`src/hdl/fnv_pkg.sv`:
```
// ----------------------------------------------------------------------------
// fnv_pkg
// types, constants and the byte step shared by the typed signature blocks
// ----------------------------------------------------------------------------
package fnv_pkg;

    localparam logic [63:0] FNV_BASIS = 64'hCBF29CE484222325;
    localparam logic [31:0] F32_NEG_ZERO = 32'h8000_0000;

    typedef enum logic [2:0] {
        OP_BOOL   = 3'd0,
        OP_U32    = 3'd1,
        OP_U64    = 3'd2,
        OP_F32    = 3'd3,
        OP_FINISH = 3'd4
    } t_opcode;

    typedef struct packed {
        logic        finish;
        logic [3:0]  nbytes;
        logic [63:0] data;
    } t_cmd;

    typedef enum logic {
        BK_IDLE,
        BK_FOLD
    } t_back_state;

    // xor one byte, then multiply by the prime 2^40 + 435 as shifts and adds
    function automatic logic [63:0] fnv_step(input logic [63:0] h, input logic [7:0] b);
        logic [63:0] x;
        x = h ^ {56'd0, b};
        return (x << 40) + (x << 8) + (x << 7) + (x << 5) + (x << 4) + (x << 1) + x;
    endfunction

endpackage

```
`src/hdl/fnv1a64_typed_signature.sv`:
```
// a finish passes the front register and the queue, then the signature is registered
// the hash engine folds one byte per cycle while commands are queued: 1 byte for bool,
//   4 for u32 and float32, 8 for u64; one xor-multiply step per cycle sets this rate
// the command queue lets the front take items while the engine is busy
// reset: synchronous active low; hash restarts at the offset basis, queues empty
// ----------------------------------------------------------------------------
// fnv1a64_typed_signature
// 64-bit fnv-1a signature over typed values, queue style ports on both sides
// ----------------------------------------------------------------------------
module fnv1a64_typed_signature #(
    parameter int DEPTH = 2
) (
    input  logic        i_clk,
    input  logic        i_rst_n,
    input  logic        push,
    output logic        full,
    input  logic [2:0]  i_opcode,
    input  logic [63:0] i_operand_value,
    output logic        empty,
    input  logic        pop,
    output logic [63:0] o_signature
);

    logic          w_fwd_valid;
    fnv_pkg::t_cmd w_fwd_cmd;
    logic          w_q_full;
    logic          w_q_empty;
    logic          w_q_rd;
    fnv_pkg::t_cmd w_q_cmd;

    fnv_front u_front (
        .i_clk           (i_clk),
        .i_rst_n         (i_rst_n),
        .push            (push),
        .full            (full),
        .i_opcode        (i_opcode),
        .i_operand_value (i_operand_value),
        .o_cmd_valid     (w_fwd_valid),
        .o_cmd           (w_fwd_cmd),
        .i_cmd_full      (w_q_full)
    );

    fnv_cmd_fifo #(
        .DEPTH (DEPTH)
    ) u_fifo (
        .i_clk    (i_clk),
        .i_rst_n  (i_rst_n),
        .i_wr     (w_fwd_valid),
        .i_wr_cmd (w_fwd_cmd),
        .o_full   (w_q_full),
        .i_rd     (w_q_rd),
        .o_rd_cmd (w_q_cmd),
        .o_empty  (w_q_empty)
    );

    fnv_back u_back (
        .i_clk       (i_clk),
        .i_rst_n     (i_rst_n),
        .i_cmd_empty (w_q_empty),
        .i_cmd       (w_q_cmd),
        .o_cmd_rd    (w_q_rd),
        .empty       (empty),
        .pop         (pop),
        .o_signature (o_signature)
    );

`ifndef SYNTHESIS
    a_sig_nonzero: assert property (@(posedge i_clk) disable iff (!i_rst_n)
        !empty |-> (o_signature != 64'd0))
        else $error("signature of zero shown");

    a_full_means_held: assert property (@(posedge i_clk) disable iff (!i_rst_n)
        full |-> (w_fwd_valid && w_q_full))
        else $error("full raised without a held item");

    a_held_item_kept: assert property (@(posedge i_clk) disable iff (!i_rst_n)
        (w_fwd_valid && w_q_full) |=> (w_fwd_valid && $stable(w_fwd_cmd)))
        else $error("held item lost while queue full");

    a_rd_not_empty: assert property (@(posedge i_clk) disable iff (!i_rst_n)
        w_q_rd |-> !w_q_empty)
        else $error("engine read from empty queue");
`endif

endmodule

```
`src/hdl/fnv_front.sv`:
```
// ----------------------------------------------------------------------------
// fnv_front
// accepts items, decodes the opcode into a byte-fold or finish command, drops unknown opcodes
// ----------------------------------------------------------------------------
module fnv_front (
    input  logic                i_clk,
    input  logic                i_rst_n,
    input  logic                push,
    output logic                full,
    input  logic [2:0]          i_opcode,
    input  logic [63:0]         i_operand_value,
    output logic                o_cmd_valid,
    output fnv_pkg::t_cmd       o_cmd,
    input  logic                i_cmd_full
);

    logic          r_valid;
    logic          n_valid;
    fnv_pkg::t_cmd r_cmd;
    fnv_pkg::t_cmd n_cmd;
    logic          w_known;
    fnv_pkg::t_cmd w_dec;
    logic          w_accept;

    always_comb begin
        w_known = 1'b1;
        w_dec   = '0;
        case (i_opcode)
            fnv_pkg::OP_BOOL: begin
                w_dec.nbytes = 4'd1;
                w_dec.data   = {63'd0, |i_operand_value};
            end
            fnv_pkg::OP_U32: begin
                w_dec.nbytes = 4'd4;
                w_dec.data   = {32'd0, i_operand_value[31:0]};
            end
            fnv_pkg::OP_U64: begin
                w_dec.nbytes = 4'd8;
                w_dec.data   = i_operand_value;
            end
            fnv_pkg::OP_F32: begin
                w_dec.nbytes = 4'd4;
                if (i_operand_value[31:0] == fnv_pkg::F32_NEG_ZERO) begin
                    w_dec.data = 64'd0;
                end else begin
                    w_dec.data = {32'd0, i_operand_value[31:0]};
                end
            end
            fnv_pkg::OP_FINISH: begin
                w_dec.finish = 1'b1;
            end
            default: begin
                w_known = 1'b0;
            end
        endcase
    end

    assign full     = r_valid && i_cmd_full;
    assign w_accept = push && !full;

    always_comb begin
        n_valid = r_valid;
        n_cmd   = r_cmd;
        if (r_valid && !i_cmd_full) begin
            n_valid = 1'b0;
        end
        if (w_accept && w_known) begin
            n_valid = 1'b1;
            n_cmd   = w_dec;
        end
    end

    always_ff @(posedge i_clk) begin
        if (!i_rst_n) begin
            r_valid <= 1'b0;
        end else begin
            r_valid <= n_valid;
        end
        r_cmd <= n_cmd;
    end

    assign o_cmd_valid = r_valid;
    assign o_cmd       = r_cmd;

endmodule

```
`src/hdl/fnv_cmd_fifo.sv`:
```
// ----------------------------------------------------------------------------
// fnv_cmd_fifo
// short command queue between the decode front and the hash engine
// ----------------------------------------------------------------------------
module fnv_cmd_fifo #(
    parameter int DEPTH = 2
) (
    input  logic          i_clk,
    input  logic          i_rst_n,
    input  logic          i_wr,
    input  fnv_pkg::t_cmd i_wr_cmd,
    output logic          o_full,
    input  logic          i_rd,
    output fnv_pkg::t_cmd o_rd_cmd,
    output logic          o_empty
);

    localparam int PW = (DEPTH > 1) ? $clog2(DEPTH) : 1;
    localparam int CW = $clog2(DEPTH + 1);
    localparam logic [PW-1:0] LAST = PW'(DEPTH - 1);
    localparam logic [CW-1:0] FULL_CNT = CW'(DEPTH);

    fnv_pkg::t_cmd r_mem [DEPTH];
    logic [PW-1:0] r_wp;
    logic [PW-1:0] r_rp;
    logic [CW-1:0] r_cnt;
    logic          w_wr;
    logic          w_rd;

    assign o_full   = (r_cnt == FULL_CNT);
    assign o_empty  = (r_cnt == '0);
    assign w_wr     = i_wr && !o_full;
    assign w_rd     = i_rd && !o_empty;
    assign o_rd_cmd = r_mem[r_rp];

    always_ff @(posedge i_clk) begin
        if (!i_rst_n) begin
            r_wp  <= '0;
            r_rp  <= '0;
            r_cnt <= '0;
        end else begin
            if (w_wr) begin
                r_wp <= (r_wp == LAST) ? '0 : r_wp + 1'b1;
            end
            if (w_rd) begin
                r_rp <= (r_rp == LAST) ? '0 : r_rp + 1'b1;
            end
            if (w_wr && !w_rd) begin
                r_cnt <= r_cnt + 1'b1;
            end else if (w_rd && !w_wr) begin
                r_cnt <= r_cnt - 1'b1;
            end
        end
        if (w_wr) begin
            r_mem[r_wp] <= i_wr_cmd;
        end
    end

endmodule

```
`src/hdl/fnv_back.sv`:
```
// ----------------------------------------------------------------------------
// fnv_back
// hash engine: folds one byte per cycle while commands are queued, emits the signature on finish
// ----------------------------------------------------------------------------
module fnv_back (
    input  logic          i_clk,
    input  logic          i_rst_n,
    input  logic          i_cmd_empty,
    input  fnv_pkg::t_cmd i_cmd,
    output logic          o_cmd_rd,
    output logic          empty,
    input  logic          pop,
    output logic [63:0]   o_signature
);

    fnv_pkg::t_back_state r_state;
    fnv_pkg::t_back_state n_state;
    logic [63:0] r_hash;
    logic [63:0] n_hash;
    logic [63:0] r_shift;
    logic [63:0] n_shift;
    logic [3:0]  r_left;
    logic [3:0]  n_left;
    logic        r_out_valid;
    logic        n_out_valid;
    logic [63:0] r_out_sig;
    logic [63:0] n_out_sig;
    logic        w_slot_free;

    assign w_slot_free = !r_out_valid || pop;

    always_comb begin
        n_state = r_state;
        case (r_state)
            fnv_pkg::BK_IDLE: begin
                if (!i_cmd_empty && !i_cmd.finish && (i_cmd.nbytes != 4'd1)) begin
                    n_state = fnv_pkg::BK_FOLD;
                end
            end
            fnv_pkg::BK_FOLD: begin
                if (r_left == 4'd1) begin
                    n_state = fnv_pkg::BK_IDLE;
                end
            end
            default: begin
                n_state = fnv_pkg::BK_IDLE;
            end
        endcase
    end

    always_comb begin
        o_cmd_rd    = 1'b0;
        n_hash      = r_hash;
        n_shift     = r_shift;
        n_left      = r_left;
        n_out_valid = r_out_valid && !pop;
        n_out_sig   = r_out_sig;
        case (r_state)
            fnv_pkg::BK_IDLE: begin
                if (!i_cmd_empty) begin
                    if (i_cmd.finish) begin
                        if (w_slot_free) begin
                            o_cmd_rd    = 1'b1;
                            n_out_valid = 1'b1;
                            n_out_sig   = (r_hash == 64'd0) ? 64'd1 : r_hash;
                            n_hash      = fnv_pkg::FNV_BASIS;
                        end
                    end else begin
                        o_cmd_rd = 1'b1;
                        n_hash   = fnv_pkg::fnv_step(r_hash, i_cmd.data[7:0]);
                        n_shift  = i_cmd.data >> 8;
                        n_left   = i_cmd.nbytes - 4'd1;
                    end
                end
            end
            fnv_pkg::BK_FOLD: begin
                n_hash  = fnv_pkg::fnv_step(r_hash, r_shift[7:0]);
                n_shift = r_shift >> 8;
                n_left  = r_left - 4'd1;
            end
            default: begin
                n_left = '0;
            end
        endcase
    end

    always_ff @(posedge i_clk) begin
        if (!i_rst_n) begin
            r_state     <= fnv_pkg::BK_IDLE;
            r_hash      <= fnv_pkg::FNV_BASIS;
            r_out_valid <= 1'b0;
            r_left      <= '0;
        end else begin
            r_state     <= n_state;
            r_hash      <= n_hash;
            r_out_valid <= n_out_valid;
            r_left      <= n_left;
        end
        r_shift   <= n_shift;
        r_out_sig <= n_out_sig;
    end

    assign empty       = !r_out_valid;
    assign o_signature = r_out_sig;

endmodule

```
`config.mk`:
```
export PLATFORM = sky130hd
export DESIGN_NAME = fnv1a64_typed_signature
export DESIGN_NICKNAME = d
export VERILOG_FILES = /design/src/hdl/fnv_pkg.sv /design/src/hdl/fnv1a64_typed_signature.sv /design/src/hdl/fnv_front.sv /design/src/hdl/fnv_cmd_fifo.sv /design/src/hdl/fnv_back.sv
export SDC_FILE = /design/constraint.sdc
export NUM_CORES = 1
export LEC_CHECK = 0
export ABC_AREA = 1
export ABC_CLOCK_PERIOD_IN_PS = 5600
export BUFFER_PORTS_ARGS = -buffer_cell sky130_fd_sc_hd__buf_4
export CAP_MARGIN = 40
export CORE_MARGIN = 8
export CORE_UTILIZATION = 36
export DETAILED_ROUTE_END_ITERATION = 8
export HOLD_SLACK_MARGIN = 0.03
export PLACE_DENSITY = 0.6
export SYNTH_ARGS = -nofsm -noshare
export SYNTH_HDL_FRONTEND = slang
export SYNTH_SLANG_ARGS = --single-unit
```
`constraint.sdc`:
```
create_clock -name i_clk -period 5.6 [get_ports i_clk]
set_input_delay 1.12 -clock i_clk [delete_from_list [all_inputs] [get_ports i_clk]]
set_output_delay 1.12 -clock i_clk [all_outputs]
set_load 0.03 [all_outputs]
```
After elaboration in Yosys (flattened, before gate mapping)
Memories as Yosys holds them, arrays and structs flattened. A register that Yosys moved wholly into a read port is not among the register bits.
Index checks and enable logic that the tools add are counted.
Operators by class
  bitwise gates (word level): 4
  equality and inequality tests: 11
  add/subtract/negate cells: 18
  reduce and logical (&&, ||, !) cells: 29
  muxes and demuxes: 35
Operator list (number)
  64-bit adder: 12
  64-bit two-way mux: 5
  68-bit case mux with 4 select lines: 1
  64-bit case mux with 2 select lines: 2
  64-bit by 8-bit bitwise XOR with 64-bit output: 2
  64-bit zero test: 1
  64-bit OR reduction: 1
  32-bit equality test (second input constant): 1
  32-bit two-way mux: 1
  1-bit two-way mux: 20
  1-bit logical AND: 10
  1-bit zero test: 8
  4-bit two-way mux: 2
  4-bit case mux with 2 select lines: 1
  4-bit by 1-bit subtractor with 4-bit output (second input constant): 2
  3-bit by 2-bit equality test with 1-bit output (second input constant): 2
  5-bit OR reduction: 1
  4-bit by 1-bit equality test with 1-bit output (second input constant): 1
  2-bit two-way mux: 2
  2-bit inequality test (second input constant): 2
  4-bit by 1-bit inequality test with 1-bit output (second input constant): 1
  2-bit AND reduction: 2
  4-bit AND reduction: 1
  2-bit nonzero test: 2
  other kinds (12): 14
Word-level totals
  memories: 1
  RAM bits: 138
  bits in registers: 272
Memories
  u_fifo.r_mem: words 2, width 69, rd ports 1, clocked after memory_dff 1, wr ports 1, line fnv_cmd_fifo.sv:23  | fnv_pkg::t_cmd r_mem [DEPTH];

Longest topological paths before layout
  word-level depth: 10
  gate-level depth with buffers: 32
  depth with buffers taken out: 31

Hierarchy
Synthesis repeated with hierarchy kept, for this count alone.
Second synthesis, totals
  cells, all modules: 4146
  area, all modules: 34737.1 um^2
Modules (own cells, without submodules)
  fnv_back: times used 1, cells an instance 3586, area an instance 26341.5 um^2
  fnv_cmd_fifo: times used 1, cells an instance 253, area an instance 5262.5 um^2
  fnv_front: times used 1, cells an instance 307, area an instance 3133.0 um^2

Worst setup path after synthesis
No wires, ideal clock.
  kind: input to register
  start point: in i_opcode[1]
  end point: reg u_front.r_cmd (netlist bit u_front.o_cmd[0]) (enable)
  required time: 5104 ps
  arrival: 4188 ps
  setup time: 496 ps
  slack: 916 ps
  cell stages on the path: 3
  path buffers: 0
  path through: nor2_1 > o21ai_0 > nor2_1
Between the ends
  cells in the longest elaborated chain, start to end: 4
  elaborated cells on any way between the ends: 8
  classes of those cells: 4 x eq/ne; 1 x mux; 3 x reduce/logical
Ends and longest elaborated chain
  start: declaration: line fnv1a64_typed_signature.sv:17  | input logic [2:0] i_opcode,
  3-bit by 1-bit equality test with 1-bit output (tied with other cells): line fnv_front.sv:28  | case (i_opcode)
  5-bit OR reduction (no line) (*)
  1-bit two-way mux (*): line fnv_front.sv:28
  1-bit logical AND (*): line fnv_front.sv:67  | if (w_accept && w_known) begin
  end signal: assignment: line fnv_front.sv:79  | r_cmd <= n_cmd;
  end: declaration: line fnv_front.sv:19  | fnv_pkg::t_cmd r_cmd;
Every way passes the cells marked *; elsewhere a longest branch is shown, timed or not.
A chain may end at the register's enable or synchronous reset.

Final worst setup path
  start point: reg u_back.r_hash[41]
  end point: reg u_back.r_hash[50]
Between the ends
  cells in the longest elaborated chain, start to end: 10
  elaborated cells on any way between the ends: 17
  classes of those cells: 12 x add/sub; 3 x mux; 2 x bitwise
Ends and longest elaborated chain
  start: declaration: line fnv_back.sv:18  | logic [63:0] r_hash;
  start signal: assignment: line fnv_back.sv:90  | r_hash <= fnv_pkg::FNV_BASIS;
  start signal: assignment: line fnv_back.sv:95  | r_hash <= n_hash;
  64-bit by 8-bit bitwise XOR with 64-bit output: line fnv_pkg.sv:32  | x = h ^ {56'd0, b};
  64-bit adder (6 in series): line fnv_pkg.sv:33  | return (x << 40) + (x << 8) + (x << 7) + (x << 5) + (x << 4) + (x << 1) + x;
  64-bit two-way mux: line fnv_back.sv:61  | if (i_cmd.finish) begin
  64-bit two-way mux: line fnv_back.sv:60  | if (!i_cmd_empty) begin
  64-bit case mux with 2 select lines (*): line fnv_back.sv:58  | case (r_state)
Every way passes the cells marked *; elsewhere a longest branch is shown, timed or not. The select of a mux whose other input is x is not followed.

==> results.cfg <==
[run]
maxCapViolCount = 0

[cts]
ctsHoldBuffers = 0
htreeDepth = 2
clk_pin_slew_ps = 60
cts_sinks = 400
cts_root_buf = clkbuf_16
cts_made_buffers = 47
ctsResizeCount = 0
cts_tree = built
clock_path_buffers = 3
clk_latency_ps = 680
postCtsSetupBuffers = 0

[global_routing]
grt_pass1_wl_mm = 196.6
antenna_found_initial = 0
grt_usage = 0.2578
grt_pass1_vias = 30198
grt_max_degree = 61
global_route.usage.met2 = 0.4333
use_met3 = 0.03518
grt.met1_usage = 0.3301
gr-total-overflow = 0
top_usage_layer = met2

[placement]
io_buffers = 136
gp_congestion = 1.051
hpwl_mm = 111.2
dp.cells = 5821

[synthesis]
synth_fp_nets = 4718
synth_edf_count = 324
ys_warn_count = 0
syn-mean-instance-area_um2 = 8.195
ys_types = 58
seq_area_frac_synth = 0.3315
synth_flop_cell = edfxtp_1
async_flop_share = 0
syn-cell-area_um2 = 33940
syn_inst = 4142
synth_seq_cells = 400

[finish]
antenna_cells = 0
drive_above_1_share = 0.1478
nNetsFinal = 5192
final_core_util = 0.4380
areaGrowthSynthToFinish_pct = 20.43
stdcell_count = 5909

[timing]
worst-slew-pin-transition_ps = 957.4
setup_viol = 0
rsz0062_at_grt = false
fmax_ghz = 0.1832
finalCritPeriodShare = 0.9748
skew_ps = 68.83
fin_hold_ws_ps = 406.8
hold_viol = 0
maxSlewViolCount = 0
period_needed_ps = 5459
slew_headroom = 0.3617
setup_tns_ps = 0

[die]
die_y_um = 323.1
ios = 137
start_util = 0.3637
rows = 112
core_area_um2 = 93330
die_w_um = 323.1
die_area_um2 = 104400

[route]
totalWireLength_mm = 134.4
drt_first_pass_iters = 8
avgViaCountPerCell = 4.972
first_iter_violations = 2376
routedWlPerCell_um = 22.74
ant_nets = 0
drc_errors = 0
num_vias = 29380

[setup_path]
ff2ff_setup_slack_ps = 140
reg2reg_to = u_back.r_hash[50]
critPathLaunchType = register
reg2reg_depth = 23
timing.rr.start = u_back.r_hash[41]
cp_max_fo = 7
worstPathRequired_ps = 6170
critPathKind = register to register
worstPathArrival_ps = 6030
worst_setup_path_end_kind = register

[min_path]
hp-start = u_front.o_cmd[28]
worstHoldEndpoint = u_fifo.r_mem[1][28]
hold_path_class = register to register
worstHoldPathCells = 0

[outcome]
run_status = finished, final reports clean
## cell families (layout without fill, tap and decap cells)
kind of cell / after synthesis / count (layout) / synth area share
AOI/OAI and AO/OA: 411 / 411 / 0.06484
xor gates and xnor gates: 49 / 49 / 0.01375
adders and majority gates: 505 / 505 / 0.2563
buffers and inverters: 1029 / 1542 / 0.1156
DFF: 400 / 400 / 0.3315
muxes: 2 / 2 / 0.0005898
and+or+nand+nor: 1746 / 1746 / 0.2175
## how the worst max path moves through the flow
stage / start / end / slack, ps / depth (start not counted)
global route: register / u_back.r_hash[50] / 5 / 26
global placement: register / u_back.r_hash[57] / 130 / 26
floorplan: i_opcode[1] / u_front.o_cmd[0] / 920 / 3
CTS: register / u_back.r_hash[30] / 110 / 31
finish: u_back.r_hash[41] / u_back.r_hash[50] / 140 / 23
detailed placement: register / u_back.r_hash[57] / 140 / 26
## Yosys cell counts (17+ instances only)
| master | instances | area (um^2) |
|---|---|---|
| inv_2 | 23 | 86.33 |
| xnor2_1 | 18 | 157.7 |
| nand2_2 | 18 | 112.6 |
| nand3_1 | 236 | 1181 |
| dfxtp_1 | 76 | 1521 |
| nor4_1 | 17 | 106.4 |
| clkbuf_1 | 53 | 198.9 |
| fa_1 | 317 | 6346 |
| edfxtp_1 | 324 | 9729 |
| nor2_1 | 381 | 1430 |
| nand4_1 | 52 | 325.3 |
| a21oi_1 | 267 | 1336 |
| nor3_1 | 18 | 90.09 |
| ha_1 | 188 | 2352 |
| o21ai_0 | 90 | 450.4 |
| buf_2 | 21 | 105.1 |
| inv_1 | 912 | 3423 |
| nand2_1 | 958 | 3596 |
| xor2_1 | 26 | 227.7 |
## state kept, by name, indices dropped and copies added (netlist names), 2 cells and up, named ones only
name,cells
u_back.r_left,4
u_front.o_cmd,68
u_back.o_signature,64
u_fifo.r_mem,136
u_fifo.r_cnt,2
u_back.r_shift,56
u_back.r_hash,64
## stage by stage
step	area (um^2)	worst slack, ps
floorplan	33940	916.5
global placement	39140	131.1
detailed placement	39270	137.7
CTS	40820	105.2
global route	40880	4.662
finish	40880	140.9
## metal layers
metal,share of wire,up-vias
li1,-,13808
met1,0.41,14308
met2,0.47,1021
met3,0.063,243
met4,0.052,0
met5,0,-
## worst max-delay path: stages, from the launching register on
cell and delay (ps):
dfxtp_1 380, inv_1 330, fa_1 630, inv_1 120
fa_1 490, inv_1 110, fa_1 490, fa_1 510
inv_1 40, ha_1 440, nand2_1 140, inv_1 100
nand2_1 80, buf_4 150, nor3_1 400, nand2_1 170
nor3_1 160, nand2_1 130, nand3_1 110, nand2_1 50
nand3_1 70, nand3_1 140, nand2_1 90, inv_1 40
## placed cells by master, fill, tap and decap left out, drive strengths merged, types with 10 or more instances in the layout
cell type	n
clkinv	12
nand3b	10
nor3	24
o21bai	14
nor2	397
o21ai	98
o211ai	12
clkbuf	68
or2	17
ha	188
buf	516
xor2	31
edfxtp	324
inv	940
nand2	980
nor4	17
dfxtp	76
xnor2	18
fa	317
nand3	239
nand4	52
a21oi	270
## layout make-up
class                           count  area (um^2)
Inverter                          938         3525
Clock buffer                       68         1285
Timing Repair Buffer              516         4104
Tap cell                         1254         1569
Multi-Input combinational cell   2713        18880
Clock inverter                     20        260.3
Fill cell                        9407        52450
Sequential cell                   400        11260
Power is left out: the tool's default activity adds up to more than one toggle a clock period on the data nets, which glitch-free logic cannot reach.
